[src/rtl/bdll_pkg.sv]
// Shared types and constants for the bounded doubly linked list.
package bdll_pkg;
  localparam int CAPACITY_DEF = 16;

  typedef enum logic [2:0] {
    MODE_APPEND = 3'd0,
    MODE_PUSH_HEAD = 3'd1,
    MODE_POP_TAIL = 3'd2,
    MODE_POP_HEAD = 3'd3,
    MODE_SEARCH = 3'd4,
    MODE_DELETE = 3'd5
  } mode_t;

  typedef enum logic [1:0] {
    ST_OK = 2'd0,
    ST_FULL = 2'd1,
    ST_EMPTY = 2'd2,
    ST_NOT_FOUND = 2'd3
  } status_t;

  typedef enum logic [3:0] {
    S_IDLE,
    S_INSERT,
    S_WALK_RD,
    S_WALK_CHK,
    S_UNLINK,
    S_UNLINK_P,
    S_UNLINK_N,
    S_DONE
  } state_t;
endpackage

[src/rtl/bounded_doubly_linked_list.sv]
// Bounded doubly linked list: deque with search and delete by value.
// Full or empty answers go straight to the done state; inserts write the new node and
// may then patch a neighbor's link; removal and search/delete read nodes from the node
// memory, a read state then a check state per node. One command at a time: busy is high from
// the cycle after start until the result strobe, and the receiver cannot stall.
// Synchronous active-low reset empties the list and refills the free stack at once.
module bounded_doubly_linked_list import bdll_pkg::*; #(
  parameter int CAPACITY = CAPACITY_DEF
) (
  input  logic              clk,
  input  logic              rst_n,
  input  logic              start,
  output logic              busy,
  input  logic [2:0]        in_mode,
  input  logic signed [31:0] in_value,
  output logic              out_valid,
  output logic [1:0]        out_status,
  output logic              out_found,
  output logic signed [31:0] out_removed_value,
  output logic [4:0]        out_element_count
);
  localparam int IW = $clog2(CAPACITY);
  localparam int LW = $clog2(CAPACITY + 1);
  localparam logic [LW-1:0] NIL = LW'(CAPACITY);

  state_t state_r, state_nxt;
  logic [2:0] mode_r, mode_nxt;
  logic signed [31:0] val_r, val_nxt;
  logic [LW-1:0] head_r, head_nxt, tail_r, tail_nxt, cnt_r, cnt_nxt;
  logic [LW-1:0] fcnt_r, fcnt_nxt, cur_r, cur_nxt, steps_r, steps_nxt;
  logic [LW-1:0] pl_r, pl_nxt, nl_r, nl_nxt;
  logic [IW-1:0] fstk_r [CAPACITY];
  logic [IW-1:0] node_r, node_nxt;
  logic [1:0] st_r, st_nxt;
  logic fnd_r, fnd_nxt, ov_r, ov_nxt, push_free;
  logic signed [31:0] rem_r, rem_nxt;

  logic rd_en, wv_en, wn_en, wp_en;
  logic [IW-1:0] rd_addr, wr_addr;
  logic signed [31:0] rd_value, wr_value;
  logic [LW-1:0] rd_next, rd_prev, wr_next, wr_prev;

  bdll_node_mem #(.CAPACITY(CAPACITY), .IW(IW), .LW(LW)) u_mem (
    .clk, .rd_en, .rd_addr, .rd_value, .rd_next, .rd_prev,
    .wv_en, .wn_en, .wp_en, .wr_addr, .wr_value, .wr_next, .wr_prev
  );

  logic empty;
  assign empty = (head_r == NIL) || (cnt_r == '0);

  always_comb begin
    state_nxt = state_r; mode_nxt = mode_r; val_nxt = val_r;
    head_nxt = head_r; tail_nxt = tail_r; cnt_nxt = cnt_r; fcnt_nxt = fcnt_r;
    cur_nxt = cur_r; steps_nxt = steps_r; pl_nxt = pl_r; nl_nxt = nl_r;
    node_nxt = node_r; st_nxt = st_r; fnd_nxt = fnd_r; rem_nxt = rem_r;
    ov_nxt = 1'b0; push_free = 1'b0;
    rd_en = 1'b0; rd_addr = '0; wv_en = 1'b0; wn_en = 1'b0; wp_en = 1'b0;
    wr_addr = '0; wr_value = val_r; wr_next = NIL; wr_prev = NIL;
    case (state_r)
      S_IDLE: begin
        if (start) begin
          mode_nxt = in_mode; val_nxt = in_value;
          st_nxt = ST_OK; fnd_nxt = 1'b0; rem_nxt = '0;
          case (in_mode)
            MODE_APPEND, MODE_PUSH_HEAD: begin
              if (fcnt_r == '0 || cnt_r >= NIL) begin
                st_nxt = ST_FULL; state_nxt = S_DONE;
              end else begin
                node_nxt = fstk_r[IW'(fcnt_r - 1'b1)];
                fcnt_nxt = fcnt_r - 1'b1;
                state_nxt = S_INSERT;
              end
            end
            MODE_POP_TAIL, MODE_POP_HEAD, MODE_SEARCH, MODE_DELETE: begin
              if (empty) begin
                st_nxt = ST_EMPTY; state_nxt = S_DONE;
              end else if (in_mode == MODE_POP_TAIL) begin
                if (tail_r == NIL) state_nxt = S_DONE;
                else begin
                  cur_nxt = tail_r; state_nxt = S_WALK_RD;
                end
              end else begin
                cur_nxt = head_r; steps_nxt = '0; state_nxt = S_WALK_RD;
              end
            end
            default: state_nxt = S_DONE;
          endcase
        end
      end
      S_INSERT: begin
        // write the new node, patch one neighbor's link if the list was not empty
        wv_en = 1'b1; wn_en = 1'b1; wp_en = 1'b1; wr_addr = node_r;
        if (empty) begin
          head_nxt = LW'(node_r); tail_nxt = LW'(node_r);
          state_nxt = S_DONE;
        end else if (mode_r == MODE_APPEND) begin
          wr_prev = tail_r; tail_nxt = LW'(node_r);
          pl_nxt = tail_r;
          state_nxt = (tail_r == NIL) ? S_DONE : S_UNLINK_P;
          nl_nxt = LW'(node_r);
        end else begin
          wr_next = head_r; head_nxt = LW'(node_r);
          nl_nxt = head_r; pl_nxt = LW'(node_r);
          state_nxt = S_UNLINK_N;
        end
        cnt_nxt = cnt_r + 1'b1;
      end
      S_WALK_RD: begin
        rd_en = 1'b1; rd_addr = IW'(cur_r); state_nxt = S_WALK_CHK;
      end
      S_WALK_CHK: begin
        node_nxt = IW'(cur_r); pl_nxt = rd_prev; nl_nxt = rd_next;
        if (mode_r == MODE_POP_TAIL || mode_r == MODE_POP_HEAD) begin
          state_nxt = S_UNLINK;
        end else if (rd_value == val_r) begin
          fnd_nxt = 1'b1;
          state_nxt = (mode_r == MODE_DELETE) ? S_UNLINK : S_DONE;
        end else if (steps_r + 1'b1 >= NIL || rd_next >= NIL) begin
          st_nxt = ST_NOT_FOUND; state_nxt = S_DONE;
        end else begin
          steps_nxt = steps_r + 1'b1; cur_nxt = rd_next; state_nxt = S_WALK_RD;
        end
      end
      S_UNLINK: begin
        rem_nxt = rd_value; push_free = 1'b1;
        if (fcnt_r < NIL) fcnt_nxt = fcnt_r + 1'b1;
        if (cnt_r != '0) cnt_nxt = cnt_r - 1'b1;
        if (pl_r >= NIL) head_nxt = nl_r;
        if (nl_r >= NIL) tail_nxt = pl_r;
        state_nxt = (pl_r < NIL) ? S_UNLINK_P : ((nl_r < NIL) ? S_UNLINK_N : S_DONE);
      end
      S_UNLINK_P: begin
        // next_link[prev] = next
        wn_en = 1'b1; wr_addr = IW'(pl_r); wr_next = nl_r;
        state_nxt = (nl_r < NIL && mode_r != MODE_APPEND) ? S_UNLINK_N : S_DONE;
      end
      S_UNLINK_N: begin
        wp_en = 1'b1; wr_addr = IW'(nl_r); wr_prev = pl_r;
        state_nxt = S_DONE;
      end
      S_DONE: begin
        ov_nxt = 1'b1; state_nxt = S_IDLE;
      end
      default: state_nxt = S_IDLE;
    endcase
  end

  always_ff @(posedge clk) begin
    if (!rst_n) begin
      state_r <= S_IDLE; head_r <= NIL; tail_r <= NIL; cnt_r <= '0;
      fcnt_r <= NIL; ov_r <= 1'b0;
      for (int i = 0; i < CAPACITY; i++) fstk_r[i] <= IW'(i);
    end else begin
      state_r <= state_nxt; head_r <= head_nxt; tail_r <= tail_nxt;
      cnt_r <= cnt_nxt; fcnt_r <= fcnt_nxt; ov_r <= ov_nxt;
      if (push_free && fcnt_r < NIL) fstk_r[IW'(fcnt_r)] <= node_r;
    end
    mode_r <= mode_nxt; val_r <= val_nxt; cur_r <= cur_nxt; steps_r <= steps_nxt;
    pl_r <= pl_nxt; nl_r <= nl_nxt; node_r <= node_nxt; st_r <= st_nxt;
    fnd_r <= fnd_nxt; rem_r <= rem_nxt;
  end

  assign busy = (state_r != S_IDLE);
  assign out_valid = ov_r;
  assign out_status = st_r;
  assign out_found = fnd_r;
  assign out_removed_value = rem_r;
  assign out_element_count = 5'(cnt_r);

  a_count_bound: assert property (@(posedge clk) disable iff (!rst_n)
    cnt_r <= NIL) else $error("count above capacity");
  a_pool: assert property (@(posedge clk) disable iff (!rst_n)
    state_r == S_IDLE |-> cnt_r + fcnt_r == NIL) else $error("node pool leak");
  a_empty_nil: assert property (@(posedge clk) disable iff (!rst_n)
    (state_r == S_IDLE && cnt_r == '0) |-> (head_r == NIL && tail_r == NIL))
    else $error("empty list keeps links");
  a_found_ok: assert property (@(posedge clk) disable iff (!rst_n)
    out_valid && out_found |-> out_status == ST_OK) else $error("found with error");
endmodule

[src/rtl/bdll_node_mem.sv]
// Node store: value, next and prev links in three synchronous arrays with shared addresses.
module bdll_node_mem import bdll_pkg::*; #(
  parameter int CAPACITY = CAPACITY_DEF,
  parameter int IW = $clog2(CAPACITY),
  parameter int LW = $clog2(CAPACITY + 1)
) (
  input  logic                clk,
  input  logic                rd_en,
  input  logic [IW-1:0]       rd_addr,
  output logic signed [31:0]  rd_value,
  output logic [LW-1:0]       rd_next,
  output logic [LW-1:0]       rd_prev,
  input  logic                wv_en,
  input  logic                wn_en,
  input  logic                wp_en,
  input  logic [IW-1:0]       wr_addr,
  input  logic signed [31:0]  wr_value,
  input  logic [LW-1:0]       wr_next,
  input  logic [LW-1:0]       wr_prev
);
  logic signed [31:0] val_mem [CAPACITY];
  logic [LW-1:0] nxt_mem [CAPACITY];
  logic [LW-1:0] prv_mem [CAPACITY];

  always_ff @(posedge clk) begin
    if (wv_en) val_mem[wr_addr] <= wr_value;
    if (wn_en) nxt_mem[wr_addr] <= wr_next;
    if (wp_en) prv_mem[wr_addr] <= wr_prev;
    if (rd_en) begin
      rd_value <= val_mem[rd_addr];
      rd_next <= nxt_mem[rd_addr];
      rd_prev <= prv_mem[rd_addr];
    end
  end
endmodule

[config.mk]
export PLATFORM = sky130hd
export DESIGN_NAME = bounded_doubly_linked_list
export DESIGN_NICKNAME = d
export VERILOG_FILES = /design/src/rtl/bdll_pkg.sv /design/src/rtl/bounded_doubly_linked_list.sv /design/src/rtl/bdll_node_mem.sv
export SDC_FILE = /design/constraint.sdc
export NUM_CORES = 1
export LEC_CHECK = 0
export BUFFER_PORTS_ARGS = -buffer_cell sky130_fd_sc_hd__buf_4
export CORE_MARGIN = 4
export CORE_UTILIZATION = 25
export DETAILED_ROUTE_END_ITERATION = 16
export HOLD_SLACK_MARGIN = 0.02
export SYNTH_ARGS = -nofsm -noshare
export SYNTH_HDL_FRONTEND = slang
export SYNTH_HIERARCHICAL = 1
export SYNTH_SLANG_ARGS = --single-unit
[constraint.sdc]
create_clock -name clk -period 6.9 [get_ports clk]
set_input_delay 1.035 -clock clk [delete_from_list [all_inputs] [get_ports clk]]
set_output_delay 1.035 -clock clk [all_outputs]
set_load 0.01 [all_outputs]
==> qor.txt <==
global-route wire length before repair: 127000 µm
DR iter-0 viols: 2051
vias in the first global route: 18200
vias per std cell: 4.66
Seq/Total Area, Yosys: 75.2%
# clock sinks: 895
routed len/inst: 22.1 µm
total power: 15000 µW
CP max-delay cell: and2_4
Nets: 2033
Peak VDD IR: 0.000211 V
Max Root-Sink Buffers: 3
Synth Register Bits: 895
Post-Syn Nets: 1929
Post-Syn Instances: 1879
leading area contributor after synthesis: edfxtp_1
clock share of power: 30.8%
Slew headroom: 19.9%
hpwl dp: 48000 µm
final wirelength: 86800 µm
Hold WC Path Type: flip-flop to flip-flop
Final Hold Viols: 0
Remaining Overflow, GRT: 0
Pleak: 0.0125 µW
CTS tree: yes
Clk pin slew, worst setup/hold paths: 60 ps
Hold Crit Start: out_element_count[2]$_SDFFE_PN0P_
initial antenna violation count: 2
status: completed
synth top area cells: edfxtp_1 74%, mux4_2 12%, a22oi_1 1.8%
Mapped Area: 0.0354 mm²
Setup Crit Path Kind: flip-flop to flip-flop
Die Span Y: 384 µm
Worst Path Arrival: 4630 ps
Via Count: 18300
power density over cell area: 367 mW/mm²
Final Core Density: 29.3%
crit path time final: 4220 ps
most frequent cells in the layout: 871 x edfxtp_1, 184 x mux4_2, 138 x nand2_1
most used routing layer: met1
beginning of the critical path: state_r[1]$_SDFFE_PN0N_
area of the multi-input gates: 0.00832 mm²
period utilization: 61.2%
critical-path maximum fanout: 67
setup TNS: 0 ps
post-synth cell types: 60
RSZ-0062 raised after global routing: no
Root Buffer: clkbuf_16
postcts setup bufs: 0
Residual DRC: 0
CP cell instances: inv_1 > nor3_2 > buf_4 > and2_4 > buf_12 > mux4_2 > a22oi_1 > nand2_1
FF+latch area: 0.0266 mm²
met3 GRT Util: 2.16%
Setup crit start kind: flip-flop
htree depth: 3
Psw: 4470 µW
Starting Density: 25.3%
PnR worst setup slack: 2680 ps
share of the synthesized area in the top cell type: 73.8%
PortBufs: 79
internal power: 10600 µW
Post-synth EDFFs: 871
CP Buf/Inv Count: 3
DIE AREA: 0.148 mm²
# IOs: 80
commonest non-fill, non-tap cell in the layout: edfxtp_1
Layout area overhead: 15.8%
Switching Fraction: 29.7%
Final setup violation count: 0
layout cell share with drive strength beyond 1: 22.6%
critical path's top delay family: buffers and inverters
worst-margin pin slew: 1190 ps
Core ar.: 0.140 mm²
YS warnings: 6
router iterations before antenna repair: 5
hold_buf cts: 0
Global Route Usage Sum: 11.6%
worst flop-to-flop path startpoint: state_r[1]$_SDFFE_PN0N_
share of async-settable or async-resettable flops after synthesis: 0%
most used flip-flop cell after synthesis: edfxtp_1
setup slack after placement: 2620 ps
number of diodes: 0
final antenna-violating net count: 0
Hold Slack: 507 ps
Seq pwr share: 48.4%
overall die width: 384 µm
clk_lat worst skew: 680 ps
Final Max Tran Viols: 0
met1 Resource Use GR: 17.4%
Num CTS Buffers: 87
grt met2 use: 17.4%
Critical Path RT: 7310 ps
endpoint class of the critical path: flip-flop
combinational fraction of design power: 20.8%
Max Clock Freq: 237 MHz
syn_area_per_cell: 18.9 µm²
FILL cells: 13900
number of max-cap violations: 0
Core Rows: 137
Worst path max stage delay: 790 ps
largest net degree at the start of global routing: 81
setup skew after layout: 46.9 ps
Post-CTS Resized: 0
global placement routability congestion: 0.833
[per-layer routing]
metal | vias to the layer above | wire [µm]
li1 | 7787 | -
met1 | 9662 | 39700
met2 | 751 | 39000
met3 | 119 | 6630
met4 | 0 | 1560
met5 | - | 0
[power by group through the flow]
stage / combinational, µW / sequential (µW) / clock, µW
finish: 3130 / 7280 / 4640
global route: 3380 / 7340 / 4990
CTS: 3170 / 7290 / 4750
detailed placement: 3160 / 7390 / 0
global placement: 3130 / 7390 / 0
floorplan: 2050 / 7210 / 0
[final timing paths]
path              cells past startpoint  slack [ps]                                 to
setup / recovery                      8        2680       u_mem/rd_value[14]$_DFFE_PP_
hold / removal                        2         510  out_element_count[2]$_SDFFE_PN0P_
setup reg to reg                      8        2680       u_mem/rd_value[14]$_DFFE_PP_
hold reg to reg                       2         510  out_element_count[2]$_SDFFE_PN0P_
[synth_stat cells, drive strengths merged, types with 2 or more instances]
cell and instances:
a21o 2, nand4 7, nor4 13, inv 24
a22oi 87, ha 11, and3 10, or2 3
o21ai 21, o31ai 7, xnor2 10, and4 2
mux2 4, a22o 8, xor2 35, nand2b 7
nand2 139, nor2 110, nand3 23, nor4b 2
buf 53, nor2b 9, a211oi 4, mux4 184
edfxtp 871, nor3 24, a31oi 13, dfxtp 24
a311oi 5, a221oi 2, o211ai 6, a21oi 22
o41ai 2, or3 10, o21a 2, nand3b 2
and2 45, o311a 5, mux2i 10, clkbuf 49
[kinds of logic after synthesis]
group	after synthesis	synth area share (%)
compound gates	193	3.90
xor+xnor	45	1.11
fa+ha+maj	12	0.445
buf+inv	126	1.78
flops	895	75.2
mux	198	12.1
simple gates	410	5.48
[per-stage QoR]
step | instance area (µm²) | cells
floorplan | 35400 | 1879
global placement | 38300 | 3770
detailed placement | 38300 | 3770
CTS | 41000 | 3929
global route | 41000 | 3929
finish | 41000 | 3929
[state kept, by name, indices dropped and copies added, names as in the netlist, 2 cells and up]
name,count
cur_r,4
u_mem/nxt_mem,80
tail_r,5
u_mem/rd_next,5
head_r,5
u_mem/val_mem,512
u_mem/rd_value,32
nl_r,5
out_removed_value,32
fcnt_r,5
u_mem/rd_prev,5
u_mem/prv_mem,80
pl_r,5
mode_r,3
out_element_count,5
val_r,32
steps_r,5
fstk_r,64
out_status,2
state_r,3
node_r,4
[area by class of cell]
class                      count  area share [%]
sequential                   895            64.9
timing repair buffer         117            2.23
inverter                      24           0.220
clock inverter                45            1.07
tap                         1876            5.72
clock buffer                 114            5.58
multi-input combinational    858            20.3
[worst min-delay path, cell delays in order (launching register included)]
cell     delay [ps]
dfxtp_1         340
nand2_1          70
a21oi_1          50
Note: power is estimated with default switching activity, not from simulation.
